===== src/rtl/core/efr_pkg.sv =====
// ----------------------------------------------------------------------------
// efr_pkg
// Shared types and constants for the eight-lane serial ADC frame reader.
// ----------------------------------------------------------------------------
package efr_pkg;

	localparam int PacketBitsDef = 24;
	localparam int LanesDef      = 8;

	// packet layout: data above the flag, flag above the channel id
	localparam int IdBits  = 3;
	localparam int FlagPos = 3;
	localparam int DataLsb = 4;

	localparam logic CMD_START = 1'b0;
	localparam logic CMD_CLOCK = 1'b1;

	typedef enum logic [1:0] {
		KIND_START_OK   = 2'd0,
		KIND_START_BUSY = 2'd1,
		KIND_WORD       = 2'd2
	} kind_t;

	typedef struct packed {
		logic shift;
		logic clear;
	} lane_ctl_t;

	typedef struct packed {
		logic       start_rsp;
		logic       busy;
		logic       frame_done;
		logic       skip_en;
		logic [7:0] skip_lane;
	} emit_req_t;

endpackage


===== src/rtl/core/efr_if.sv =====
// ----------------------------------------------------------------------------
// efr_in_if / efr_out_if
// Valid/ready channels: sample requests in, result requests out.
// ----------------------------------------------------------------------------
interface efr_in_if #(
	parameter int LANES = efr_pkg::LanesDef
);
	logic             valid;
	logic             ready;
	logic             command;
	logic [LANES-1:0] sdo_bits;

	modport source (output valid, command, sdo_bits, input ready);
	modport sink   (input valid, command, sdo_bits, output ready);
endinterface

interface efr_out_if #(
	parameter int LANES       = efr_pkg::LanesDef,
	parameter int PACKET_BITS = efr_pkg::PacketBitsDef
);
	logic                                  valid;
	logic                                  ready;
	logic [1:0]                            kind;
	logic [$clog2(LANES)-1:0]              lane;
	logic [efr_pkg::IdBits-1:0]            chan_num;
	logic [PACKET_BITS-efr_pkg::DataLsb-1:0] conversion_data;
	logic                                  over_under_range;
	logic                                  last;

	modport source (output valid, kind, lane, chan_num, conversion_data,
		over_under_range, last, input ready);
	modport sink   (input valid, kind, lane, chan_num, conversion_data,
		over_under_range, last, output ready);
endinterface


===== src/rtl/core/efr_lane.sv =====
// ----------------------------------------------------------------------------
// efr_lane
// One serial lane: MSB-first shift register, cleared on frame start.
// ----------------------------------------------------------------------------
module efr_lane
	import efr_pkg::*;
#(
	parameter int PACKET_BITS = PacketBitsDef
) (
	input  logic                   clk,
	input  lane_ctl_t              ctl,
	input  logic                   sdo,
	output logic [PACKET_BITS-1:0] word
);

	logic [PACKET_BITS-1:0] shift_q;

	always_ff @(posedge clk) begin
		if (ctl.shift) begin
			if (ctl.clear) begin
				shift_q <= {{(PACKET_BITS-1){1'b0}}, sdo};
			end else begin
				shift_q <= {shift_q[PACKET_BITS-2:0], sdo};
			end
		end
	end

	assign word = shift_q;

endmodule


===== src/rtl/core/efr_ctrl.sv =====
// ----------------------------------------------------------------------------
// efr_ctrl
// Frame sequencer: start/clock decode, bit counter, status lane rotation.
// ----------------------------------------------------------------------------
module efr_ctrl
	import efr_pkg::*;
#(
	parameter int PACKET_BITS = PacketBitsDef,
	parameter int LANES       = LanesDef
) (
	input  logic      clk,
	input  logic      arst_n,
	input  logic      accept,
	input  logic      command,
	output lane_ctl_t lane_ctl,
	output emit_req_t req
);

	localparam int CountW = $clog2(PACKET_BITS + 1);
	localparam int LaneW  = $clog2(LANES);

	typedef enum logic [1:0] {
		ST_IDLE = 2'b01,
		ST_READ = 2'b10
	} state_t;

	state_t            state_q;
	logic [CountW-1:0] count_q;
	logic [LaneW-1:0]  status_q;
	logic              absent_q;

	logic is_start;
	logic is_clock;
	logic done;

	assign is_start = accept && (command == CMD_START);
	assign is_clock = accept && (command == CMD_CLOCK) && (state_q == ST_READ);
	assign done     = is_clock && (count_q == CountW'(PACKET_BITS - 1));

	always_comb begin
		lane_ctl.shift = is_clock || (is_start && (state_q == ST_IDLE));
		lane_ctl.clear = is_start;

		req.start_rsp  = is_start;
		req.busy       = (state_q == ST_READ);
		req.frame_done = done;
		req.skip_en    = !absent_q;
		req.skip_lane  = 8'(status_q);
	end

	always_ff @(posedge clk or negedge arst_n) begin
		if (!arst_n) begin
			state_q  <= ST_IDLE;
			count_q  <= '0;
			status_q <= '0;
			absent_q <= 1'b1;
		end else begin
			case (state_q)
				ST_IDLE: begin
					if (is_start) begin
						state_q <= ST_READ;
						count_q <= CountW'(1);
					end
				end
				ST_READ: begin
					if (is_clock) begin
						count_q <= count_q + CountW'(1);
					end
					if (done) begin
						state_q <= ST_IDLE;
						if (absent_q || (status_q == '0)) begin
							absent_q <= 1'b0;
							status_q <= LaneW'(LANES - 1);
						end else begin
							status_q <= status_q - LaneW'(1);
						end
					end
				end
				default: begin
					state_q <= ST_IDLE;
				end
			endcase
		end
	end

endmodule


===== src/rtl/core/efr_merge.sv =====
// ----------------------------------------------------------------------------
// efr_merge
// Result stage: start responses and the per-lane word walk into one
// output register.
// ----------------------------------------------------------------------------
module efr_merge
	import efr_pkg::*;
#(
	parameter int PACKET_BITS = PacketBitsDef,
	parameter int LANES       = LanesDef
) (
	input  logic                              clk,
	input  logic                              arst_n,
	input  emit_req_t                         req,
	input  logic [LANES-1:0][PACKET_BITS-1:0] words,
	output logic                              take_ok,
	efr_out_if.source                         out
);

	localparam int LaneW = $clog2(LANES);

	typedef enum logic [1:0] {
		M_IDLE = 2'b01,
		M_EMIT = 2'b10
	} mstate_t;

	mstate_t          mst_q;
	logic [LaneW-1:0] idx_q;
	logic [LaneW-1:0] skip_q;
	logic             skip_en_q;
	logic             valid_q;

	logic             free;
	logic [LaneW-1:0] req_skip;
	logic [LaneW-1:0] first_idx;
	logic [LaneW-1:0] next_idx;
	logic [LaneW-1:0] inc_idx;
	logic             is_last;
	logic [PACKET_BITS-1:0] cur;

	assign free     = !valid_q || out.ready;
	assign take_ok  = (mst_q == M_IDLE) && free;
	assign req_skip = req.skip_lane[LaneW-1:0];

	always_comb begin
		first_idx = (req.skip_en && (req_skip == '0)) ? LaneW'(1) : '0;
		inc_idx   = idx_q + LaneW'(1);
		next_idx  = (skip_en_q && (inc_idx == skip_q)) ? inc_idx + LaneW'(1) : inc_idx;
		is_last   = (idx_q == LaneW'(LANES - 1)) ||
			(skip_en_q && (skip_q == LaneW'(LANES - 1)) && (idx_q == LaneW'(LANES - 2)));
		cur       = words[idx_q];
	end

	assign out.valid = valid_q;

	always_ff @(posedge clk or negedge arst_n) begin
		if (!arst_n) begin
			mst_q     <= M_IDLE;
			valid_q   <= 1'b0;
			idx_q     <= '0;
			skip_q    <= '0;
			skip_en_q <= 1'b0;
		end else begin
			case (mst_q)
				M_IDLE: begin
					if (req.start_rsp) begin
						valid_q <= 1'b1;
					end else if (out.ready) begin
						valid_q <= 1'b0;
					end
					if (req.frame_done) begin
						mst_q     <= M_EMIT;
						idx_q     <= first_idx;
						skip_q    <= req_skip;
						skip_en_q <= req.skip_en;
					end
				end
				M_EMIT: begin
					if (free) begin
						valid_q <= 1'b1;
						idx_q   <= next_idx;
						if (is_last) begin
							mst_q <= M_IDLE;
						end
					end
				end
				default: begin
					mst_q <= M_IDLE;
					if (out.ready) begin
						valid_q <= 1'b0;
					end
				end
			endcase
		end
	end

	always_ff @(posedge clk) begin
		if ((mst_q == M_IDLE) && req.start_rsp) begin
			out.kind             <= req.busy ? KIND_START_BUSY : KIND_START_OK;
			out.lane             <= '0;
			out.chan_num         <= '0;
			out.conversion_data  <= '0;
			out.over_under_range <= 1'b0;
			out.last             <= 1'b1;
		end else if ((mst_q == M_EMIT) && free) begin
			out.kind             <= KIND_WORD;
			out.lane             <= idx_q;
			out.chan_num         <= cur[IdBits-1:0];
			out.conversion_data  <= cur[PACKET_BITS-1:DataLsb];
			out.over_under_range <= cur[FlagPos];
			out.last             <= is_last;
		end
	end

endmodule


===== src/rtl/core/eight_lane_serial_adc_frame_reader.sv =====
// ----------------------------------------------------------------------------
// eight_lane_serial_adc_frame_reader
// Eight serial data lanes sampled in parallel, MSB first; after a full packet
// one channel word per lane is issued, the status lane skipped after the first.
//
//   channel   dir   payload                                     handshake
//   samples   in    command, sdo_bits                           valid/ready
//   words     out   kind, lane, chan_num, conversion_data,      valid/ready
//                   over_under_range, last
//
// A sample request is taken per cycle while no words are being issued
// and the output register is free.
// A finished packet issues 7 or 8 words from the lanes, one per cycle while
// words are taken; samples stall for that walk. Output is registered: a request
// may enter as the previous result is taken. Reset clears control only.
// ----------------------------------------------------------------------------
module eight_lane_serial_adc_frame_reader
	import efr_pkg::*;
#(
	parameter int PACKET_BITS = PacketBitsDef,
	parameter int LANES       = LanesDef
) (
	input  logic      clk,
	input  logic      arst_n,
	efr_in_if.sink    samples,
	efr_out_if.source words
);

	lane_ctl_t                         lane_ctl;
	emit_req_t                         req;
	logic [LANES-1:0][PACKET_BITS-1:0] lane_words;
	logic                              take_ok;
	logic                              accept;

	assign samples.ready = take_ok;
	assign accept        = samples.valid && take_ok;

	efr_ctrl #(
		.PACKET_BITS(PACKET_BITS),
		.LANES      (LANES)
	) u_ctrl (
		.clk     (clk),
		.arst_n  (arst_n),
		.accept  (accept),
		.command (samples.command),
		.lane_ctl(lane_ctl),
		.req     (req)
	);

	for (genvar i = 0; i < LANES; i++) begin : g_lane
		efr_lane #(
			.PACKET_BITS(PACKET_BITS)
		) u_lane (
			.clk (clk),
			.ctl (lane_ctl),
			.sdo (samples.sdo_bits[i]),
			.word(lane_words[i])
		);
	end

	efr_merge #(
		.PACKET_BITS(PACKET_BITS),
		.LANES      (LANES)
	) u_merge (
		.clk    (clk),
		.arst_n (arst_n),
		.req    (req),
		.words  (lane_words),
		.take_ok(take_ok),
		.out    (words)
	);

endmodule


===== src/flat_wrapper.sv =====
// flat-port wrapper written by rule: the top's interface ports become plain ports
module eight_lane_serial_adc_frame_reader_flat import efr_pkg::*;
#(
	parameter int PACKET_BITS = PacketBitsDef,
	parameter int LANES       = LanesDef
)
  (clk, arst_n, samples_valid, samples_command, samples_sdo_bits, samples_ready, words_valid, words_kind, words_lane, words_chan_num, words_conversion_data, words_over_under_range, words_last, words_ready);
  efr_in_if #(.LANES(LANES)) samples_i ();
  efr_out_if #(.LANES(LANES), .PACKET_BITS(PACKET_BITS)) words_i ();
  input  logic clk;
  input  logic arst_n;
  input wire logic [$bits(samples_i.valid)-1:0] samples_valid;
  input wire logic [$bits(samples_i.command)-1:0] samples_command;
  input wire logic [$bits(samples_i.sdo_bits)-1:0] samples_sdo_bits;
  output wire logic [$bits(samples_i.ready)-1:0] samples_ready;
  output wire logic [$bits(words_i.valid)-1:0] words_valid;
  output wire logic [$bits(words_i.kind)-1:0] words_kind;
  output wire logic [$bits(words_i.lane)-1:0] words_lane;
  output wire logic [$bits(words_i.chan_num)-1:0] words_chan_num;
  output wire logic [$bits(words_i.conversion_data)-1:0] words_conversion_data;
  output wire logic [$bits(words_i.over_under_range)-1:0] words_over_under_range;
  output wire logic [$bits(words_i.last)-1:0] words_last;
  input wire logic [$bits(words_i.ready)-1:0] words_ready;
  assign samples_i.valid = samples_valid;
  assign samples_i.command = samples_command;
  assign samples_i.sdo_bits = samples_sdo_bits;
  assign samples_ready = samples_i.ready;
  assign words_valid = words_i.valid;
  assign words_kind = words_i.kind;
  assign words_lane = words_i.lane;
  assign words_chan_num = words_i.chan_num;
  assign words_conversion_data = words_i.conversion_data;
  assign words_over_under_range = words_i.over_under_range;
  assign words_last = words_i.last;
  assign words_i.ready = words_ready;
  eight_lane_serial_adc_frame_reader #(.PACKET_BITS(PACKET_BITS), .LANES(LANES)) u_core (.clk(clk), .arst_n(arst_n), .samples(samples_i), .words(words_i));
endmodule

===== config.mk =====
export PLATFORM = sky130hd
export DESIGN_NAME = eight_lane_serial_adc_frame_reader_flat
export DESIGN_NICKNAME = d
export VERILOG_FILES = /design/src/rtl/core/efr_pkg.sv /design/src/rtl/core/efr_if.sv /design/src/rtl/core/efr_lane.sv /design/src/rtl/core/efr_ctrl.sv /design/src/rtl/core/efr_merge.sv /design/src/rtl/core/eight_lane_serial_adc_frame_reader.sv /design/src/flat_wrapper.sv
export SDC_FILE = /design/constraint.sdc
export NUM_CORES = 1
export LEC_CHECK = 0
export BUFFER_PORTS_ARGS = -buffer_cell sky130_fd_sc_hd__buf_2
export CAP_MARGIN = 40
export CORE_ASPECT_RATIO = 0.5
export CORE_UTILIZATION = 50
export DETAILED_ROUTE_END_ITERATION = 12
export PLACE_DENSITY_LB_ADDON = 0.2
export REMOVE_ABC_BUFFERS = 1
export SYNTH_ARGS = -nofsm -noshare
export SYNTH_HDL_FRONTEND = slang
export SYNTH_HIERARCHICAL = 1
export SYNTH_SLANG_ARGS = --single-unit

===== constraint.sdc =====
create_clock -name clk -period 24.3 [get_ports clk]
set_input_delay 1.215 -clock clk [delete_from_list [all_inputs] [get_ports clk]]
set_output_delay 1.215 -clock clk [all_outputs]
set_load 0.05 [all_outputs]

==> results.json, run 1 <==
{
  "final.fill_count": 1728,
  "drc_errors": 0,
  "die_h_microns": 107,
  "p_switching_mw": 0.212,
  "ir_worst_vdd_v": 0.0000397,
  "postPlaceCellArea_sq_um": 11600,
  "worst_ep_required_time_ps": 24690,
  "rsz0062_at_grt": "no",
  "die_area_sq_um": 22900,
  "yosysWarningCount": 6,
  "slowest_delay_ps": 650,
  "p_seq_frac": 0.531,
  "holdPathStages": 2,
  "globalRouteTotalUtil": 0.172,
  "hp-class": "reg -> reg",
  "finClkSkew_ps": 15.3,
  "grt_max_degree": 193,
  "r2r_cells": 9,
  "multi_input_comb_area_sq_um": 3850,
  "drtIter0Drc": 401,
  "cts_setup_buffers": 0,
  "cp_slowest_cell": "a221oi_1",
  "rrSetupSlack_ps": 20850,
  "worstReg2RegEnd": "u_core/u_merge/idx_q[0]",
  "clkSinkCount": 243,
  "dp_cells": 1018,
  "power.share.clock": 0.377,
  "synthCells": 709,
  "setup_tns_ps": 0,
  "r2r-start": "u_core/u_merge/mst_q[0]",
  "fp-row-count": 38,
  "design_area_sq_um": 12300,
  "avgSynthCellArea_sq_um": 15.7,
  "htree_num_levels": 1,
  "syn2layout_area_growth_pct": 10.7,
  "tritoncts": "done",
  "clock_path_buffers": 3,
  "grt_antenna_before_repair": 0,
  "post-route-util": 0.566,
  "finalSetupViolCount": 0,
  "cts-root-buf": "clkbuf_16",
  "drt_pass1_iterations": 4,
  "io_pins": 45,
  "power.share.switching": 0.222,
  "final_cells": 1059,
  "max-cap-violations": 0,
  "routed_wirelength_microns": 18600,
  "drive_gt1_frac": 0.381,
  "hold_viol": 0,
  "wl_per_cell_microns": 17.6,
  "hpwl_microns": 11100,
  "path_cells": "buf_2 -> nand2b_1 -> and2_1 -> and2_1 -> nand4b_4 -> nor4b_4 -> inv_1 -> a221oi_1 -> o21ai_0 -> a22o_1",
  "worst_pin_slew_ps": 1110,
  "clk_latency_ps": 520,
  "finalNetCount": 764,
  "die_w_microns": 213,
  "crit_family": "simple AND/OR/NAND/NOR gates",
  "clk_pin_slew_ps": 60,
  "io_buffer_count": 44,
  "crit_arrival_ps": 3990,
  "p_int_mw": 0.745,
  "power.density_nw_per_um2": 77.9,
  "cp_max_fo": 9,
  "gp_congestion": 0.770,
  "cts_hold_buf": 0,
  "core_sq_um": 21700,
  "period_minus_slack_ps": 3600,
  "vias": 5659,
  "post_cts_resized": 0,
  "status": "finished, final reports clean",
  "startpoint_type": "primary input",
  "grt_pass1_wl_microns": 30400,
  "power_leakage_nw": 4.29,
  "path_buf_inv": 2,
  "syn_area_sq_um": 11100,
  "grt_pass1_vias": 5709,
  "cp_common_cell": "and2_1",
  "min_from": "u_core/u_merge/out.lane[2]",
  "slew_headroom": 0.262,
  "ant_nets": 0,
  "cp-end-kind": "flip-flop",
  "via_per_inst": 5.34,
  "regArea_sq_um": 6920,
  "power.total_mw": 0.957,
  "power_frac_comb": 0.092,
  "antenna_cells": 0,
  "overflow": 0,
  "numCtsBuffers": 23,
  "period_share": 0.148,
  "worstHoldEndpoint": "u_core/u_merge/out.lane[2]",
  "start_util": 0.511,
  "critPathKind": "in -> reg",
  "slew_viol_final": 0,
  "max_clock_freq_ghz": 0.278
}
==> layer usage <==
layer  vias up  wire [microns]  GRT usage
met5         -               0          0
met4         0             424     0.0524
met3        31             679     0.0365
met2        92            8510      0.262
met1      2843            9000      0.249
li1       2693               -          -
==> final cells by class <==
type	instances	share of cell area
inverter	12	0.00366
clock inverter	11	0.0101
clock buffer	30	0.0506
timing repair buffer	53	0.0293
sequential	243	0.563
multi-input combinational	410	0.313
tap	300	0.0305
==> sequential cells by signal, indices dropped and copies added, names as in the netlist <==
signal,count
u_core/u_merge/skip_en_q,1
u_core/u_ctrl/absent_q,1
u_core/u_merge/out.chan_num,3
u_core/u_merge/out.conversion_data,20
u_core/u_ctrl/state_q,2
u_core/u_ctrl/count_q,5
u_core/u_merge/out.last,1
u_core/g_lane.u_lane/word,192
u_core/u_merge/skip_q,3
u_core/u_ctrl/status_q,3
u_core/u_merge/idx_q,3
u_core/u_merge/out.over_under_range,1
u_core/u_merge/out.kind,2
u_core/u_merge/mst_q,2
u_core/u_merge/out.valid,1
u_core/u_merge/out.lane,3
==> worst max path at each step <==
stage | endpoint | from | slack, ps | cells after the start
floorplan | u_core/g_lane[0].u_lane/word[0] | words_ready | 7190 | 4
global placement | u_core/u_merge/out.kind[0] | words_ready | 20280 | 8
detailed placement | u_core/u_merge/idx_q[0] | words_ready | 20210 | 10
CTS | u_core/u_merge/idx_q[0] | words_ready | 20760 | 10
global route | u_core/u_merge/idx_q[0] | words_ready | 20460 | 10
finish | u_core/u_merge/idx_q[0] | words_ready | 20700 | 10
==> stage by stage <==
stage	hold WS [ps]	worst slack (ps)
after floorplan	455	7190
after global placement	467	20280
after detailed placement	471	20210
after CTS	479	20760
after global routing	503	20460
final	473	20700
==> cells in the final DEF (no fill, tap or decap), drive strengths merged, types with 12 or more instances in the layout <==
cell / instances
nor2b: 163
nand2: 19
buf: 53
edfxtp: 194
and2b: 25
mux2i: 24
inv: 12
dfxtp: 28
mux4: 48
dfrtp: 18
o21ai: 25
clkbuf: 30
a21oi: 31
==> worst reg2reg max path, stage by stage, from the launching register on <==
cell      delay (ps)
dfstp_2          540
ha_1             300
and2_1           180
and2_1           330
nand4b_4         170
nor4b_4          580
inv_1            130
a221oi_1         650
o21ai_0          190
a22o_1           270
==> power by group through the flow <==
stage	registers [mW]	logic, mW	clock network, mW
floorplan	0.534	0.0669	0
global placement	0.517	0.0853	0
detailed placement	0.517	0.0888	0
CTS	0.509	0.0889	0.370
global route	0.513	0.0959	0.385
finish	0.509	0.0876	0.361
(Power assumes the default switching activity.)
==> inputs of run 2 (changes only) <==
==> constraint.sdc (replaced) <==
create_clock -name clk -period 3.5 [get_ports clk]
set_input_delay 0.175 -clock clk [delete_from_list [all_inputs] [get_ports clk]]
set_output_delay 0.175 -clock clk [all_outputs]
set_load 0.05 [all_outputs]
==> run 2 against run 1 <==
Against the previous run:
- the run now ends with DRC left
- wire length rose by 1.0%
- highest routed layer unchanged
- cell count rose by 2.0%
- global-route usage rose by 0.18 points
- die area did not move
- combinational power rose to 7.5 times the previous value
- register-to-register slack got worse by 20000 ps
- sequential share of layout area fell by 0.67 points
- first-iteration DRC count rose by 5.0%
==> results.json, run 2 (synthesis results as in run 1) <==
{
  "violations": "DRC",
  "critPathKind": "reg -> reg",
  "htree_num_levels": 1,
  "max_clock_freq_ghz": 0.321,
  "drc_errors": 1,
  "timing.hold.ws_ps": 71.5,
  "drt_pass1_iterations": 8,
  "grt_max_degree": 59,
  "drtIter0Drc": 421,
  "period_minus_slack_ps": 3120,
  "design_area_sq_um": 12400,
  "fp-row-count": 38,
  "globalRouteTotalUtil": 0.174,
  "power.density_nw_per_um2": 525,
  "cts-root-buf": "clkbuf_16",
  "final_common_cell": "edfxtp_1",
  "r2r_cells": 9,
  "numCtsBuffers": 23,
  "grt_pass1_vias": 5831,
  "cp-end-kind": "flip-flop",
  "vias": 5713,
  "postPlaceCellArea_sq_um": 11600,
  "slew_viol_final": 0,
  "die_h_microns": 107,
  "finalSetupViolCount": 0,
  "die_area_sq_um": 22900,
  "startpoint_type": "flip-flop",
  "holdPathStages": 3,
  "post_cts_resized": 0,
  "routed_wirelength_microns": 18800,
  "clk_latency_ps": 530,
  "slew_headroom": 0.495,
  "antenna_cells": 0,
  "start_util": 0.511,
  "clock_path_buffers": 3,
  "clkSinkCount": 243,
  "rsz0062_at_grt": "no",
  "dp_cells": 1029,
  "status": "complete, but fails checks",
  "wl_per_cell_microns": 17.4,
  "die_w_microns": 213,
  "drive_gt1_frac": 0.386,
  "cp_max_fo": 9,
  "multi_input_comb_area_sq_um": 3850,
  "regArea_sq_um": 6920,
  "gp_congestion": 0.770,
  "hpwl_microns": 11700,
  "setup_tns_ps": 0,
  "overflow": 0,
  "largest_register_ffs": 192,
  "final_cell_mix": "edfxtp_1, nor2b_2, nor2b_1, mux4_2, buf_2",
  "finClkSkew_ps": 10.2,
  "power_leakage_nw": 4.37,
  "via_per_inst": 5.29,
  "io_pins": 45,
  "io_buffer_count": 44,
  "syn2layout_area_growth_pct": 12.0,
  "final_cells": 1080,
  "grt_pass1_wl_microns": 30800,
  "ir_worst_vdd_v": 0.000291,
  "clk_pin_slew_ps": 60,
  "max-cap-violations": 0,
  "post-route-util": 0.573,
  "core_sq_um": 21700,
  "hold_viol": 0,
  "hp-class": "in -> reg",
  "tritoncts": "done",
  "final.fill_count": 1715,
  "crit_arrival_ps": 3530,
  "period_share": 0.891,
  "ant_nets": 0,
  "worst_ep_required_time_ps": 3920,
  "grt_antenna_before_repair": 0,
  "worst_pin_slew_ps": 755,
  "finalNetCount": 784
}
==> run 2: cell types whose count changed in the layout (fill, tap and decap cells not counted), sizes merged <==
cell	before	now
buf	53	64
bufinv	3	0
clkbuf	30	34
clkinv	8	6
dlygate4sd3	0	9
inv	12	14
==> run 2: path summary, 6_finish.rpt <==
| check | from | end | slack [ps] |
|---|---|---|---|
| min in group asynchronous | arst_n | u_core/u_ctrl/count_q[2] | 140 |
| max in group asynchronous | arst_n | u_core/u_merge/idx_q[0] | 2980 |
| min reg2reg | u_core/u_merge/out.lane[2] | u_core/u_merge/out.lane[2] | 470 |
| max reg2reg | u_core/u_merge/mst_q[0] | u_core/u_merge/idx_q[0] | 380 |
| max | u_core/u_merge/mst_q[0] | u_core/u_merge/idx_q[0] | 380 |
| min | samples_command | u_core/u_ctrl/count_q[4] | 70 |
==> run 2: power breakdown <==
part / leakage (nW) / switching (mW) / internal, mW
Clock: 0.349 / 1.05 / 1.30
Combinational: 1.72 / 0.352 / 0.306
Sequential: 2.30 / 0.0946 / 3.43
==> run 2: layout make-up <==
cell class	instances	area share
clock buffers	34	0.0521
inverters	12	0.00362
repair buffers	73	0.0440
flip-flops and latches	243	0.556
multi-input cells	410	0.309
well taps	300	0.0302
clock inverters	8	0.00462
==> run 2: layer usage <==
layer | share of wire | track usage | vias to the layer above
met2 | 0.47 | 0.275 | 68
met4 | 0.012 | 0.0334 | 0
met1 | 0.49 | 0.249 | 2889
met3 | 0.032 | 0.0388 | 18
met5 | 0 | 0 | -
li1 | - | - | 2738
==> run 2: worst max-delay path, stage by stage, from the launching register on <==
cell,delay (ps)
dfstp_2,530
ha_1,280
and2_1,190
and2_1,350
nand4b_4,160
nor4b_4,290
inv_1,80
a221oi_1,630
o21ai_0,220
a22o_1,270
==> run 2: per-stage QoR <==
step                      setup slack [ps]  total power, mW
after CTS                              396             6.64
after global routing                   164             6.80
final                                  382             6.53
after detailed placement               413             4.24
after floorplan                     -13020             4.17
after global placement                 574             4.22
==> run 2: timing repair <==
item / 4_1_cts / 5_1_grt
hold buffers: 9 / 0
endpoints found under the hold margin: 29 / 0
setup buffers: 0 / 0
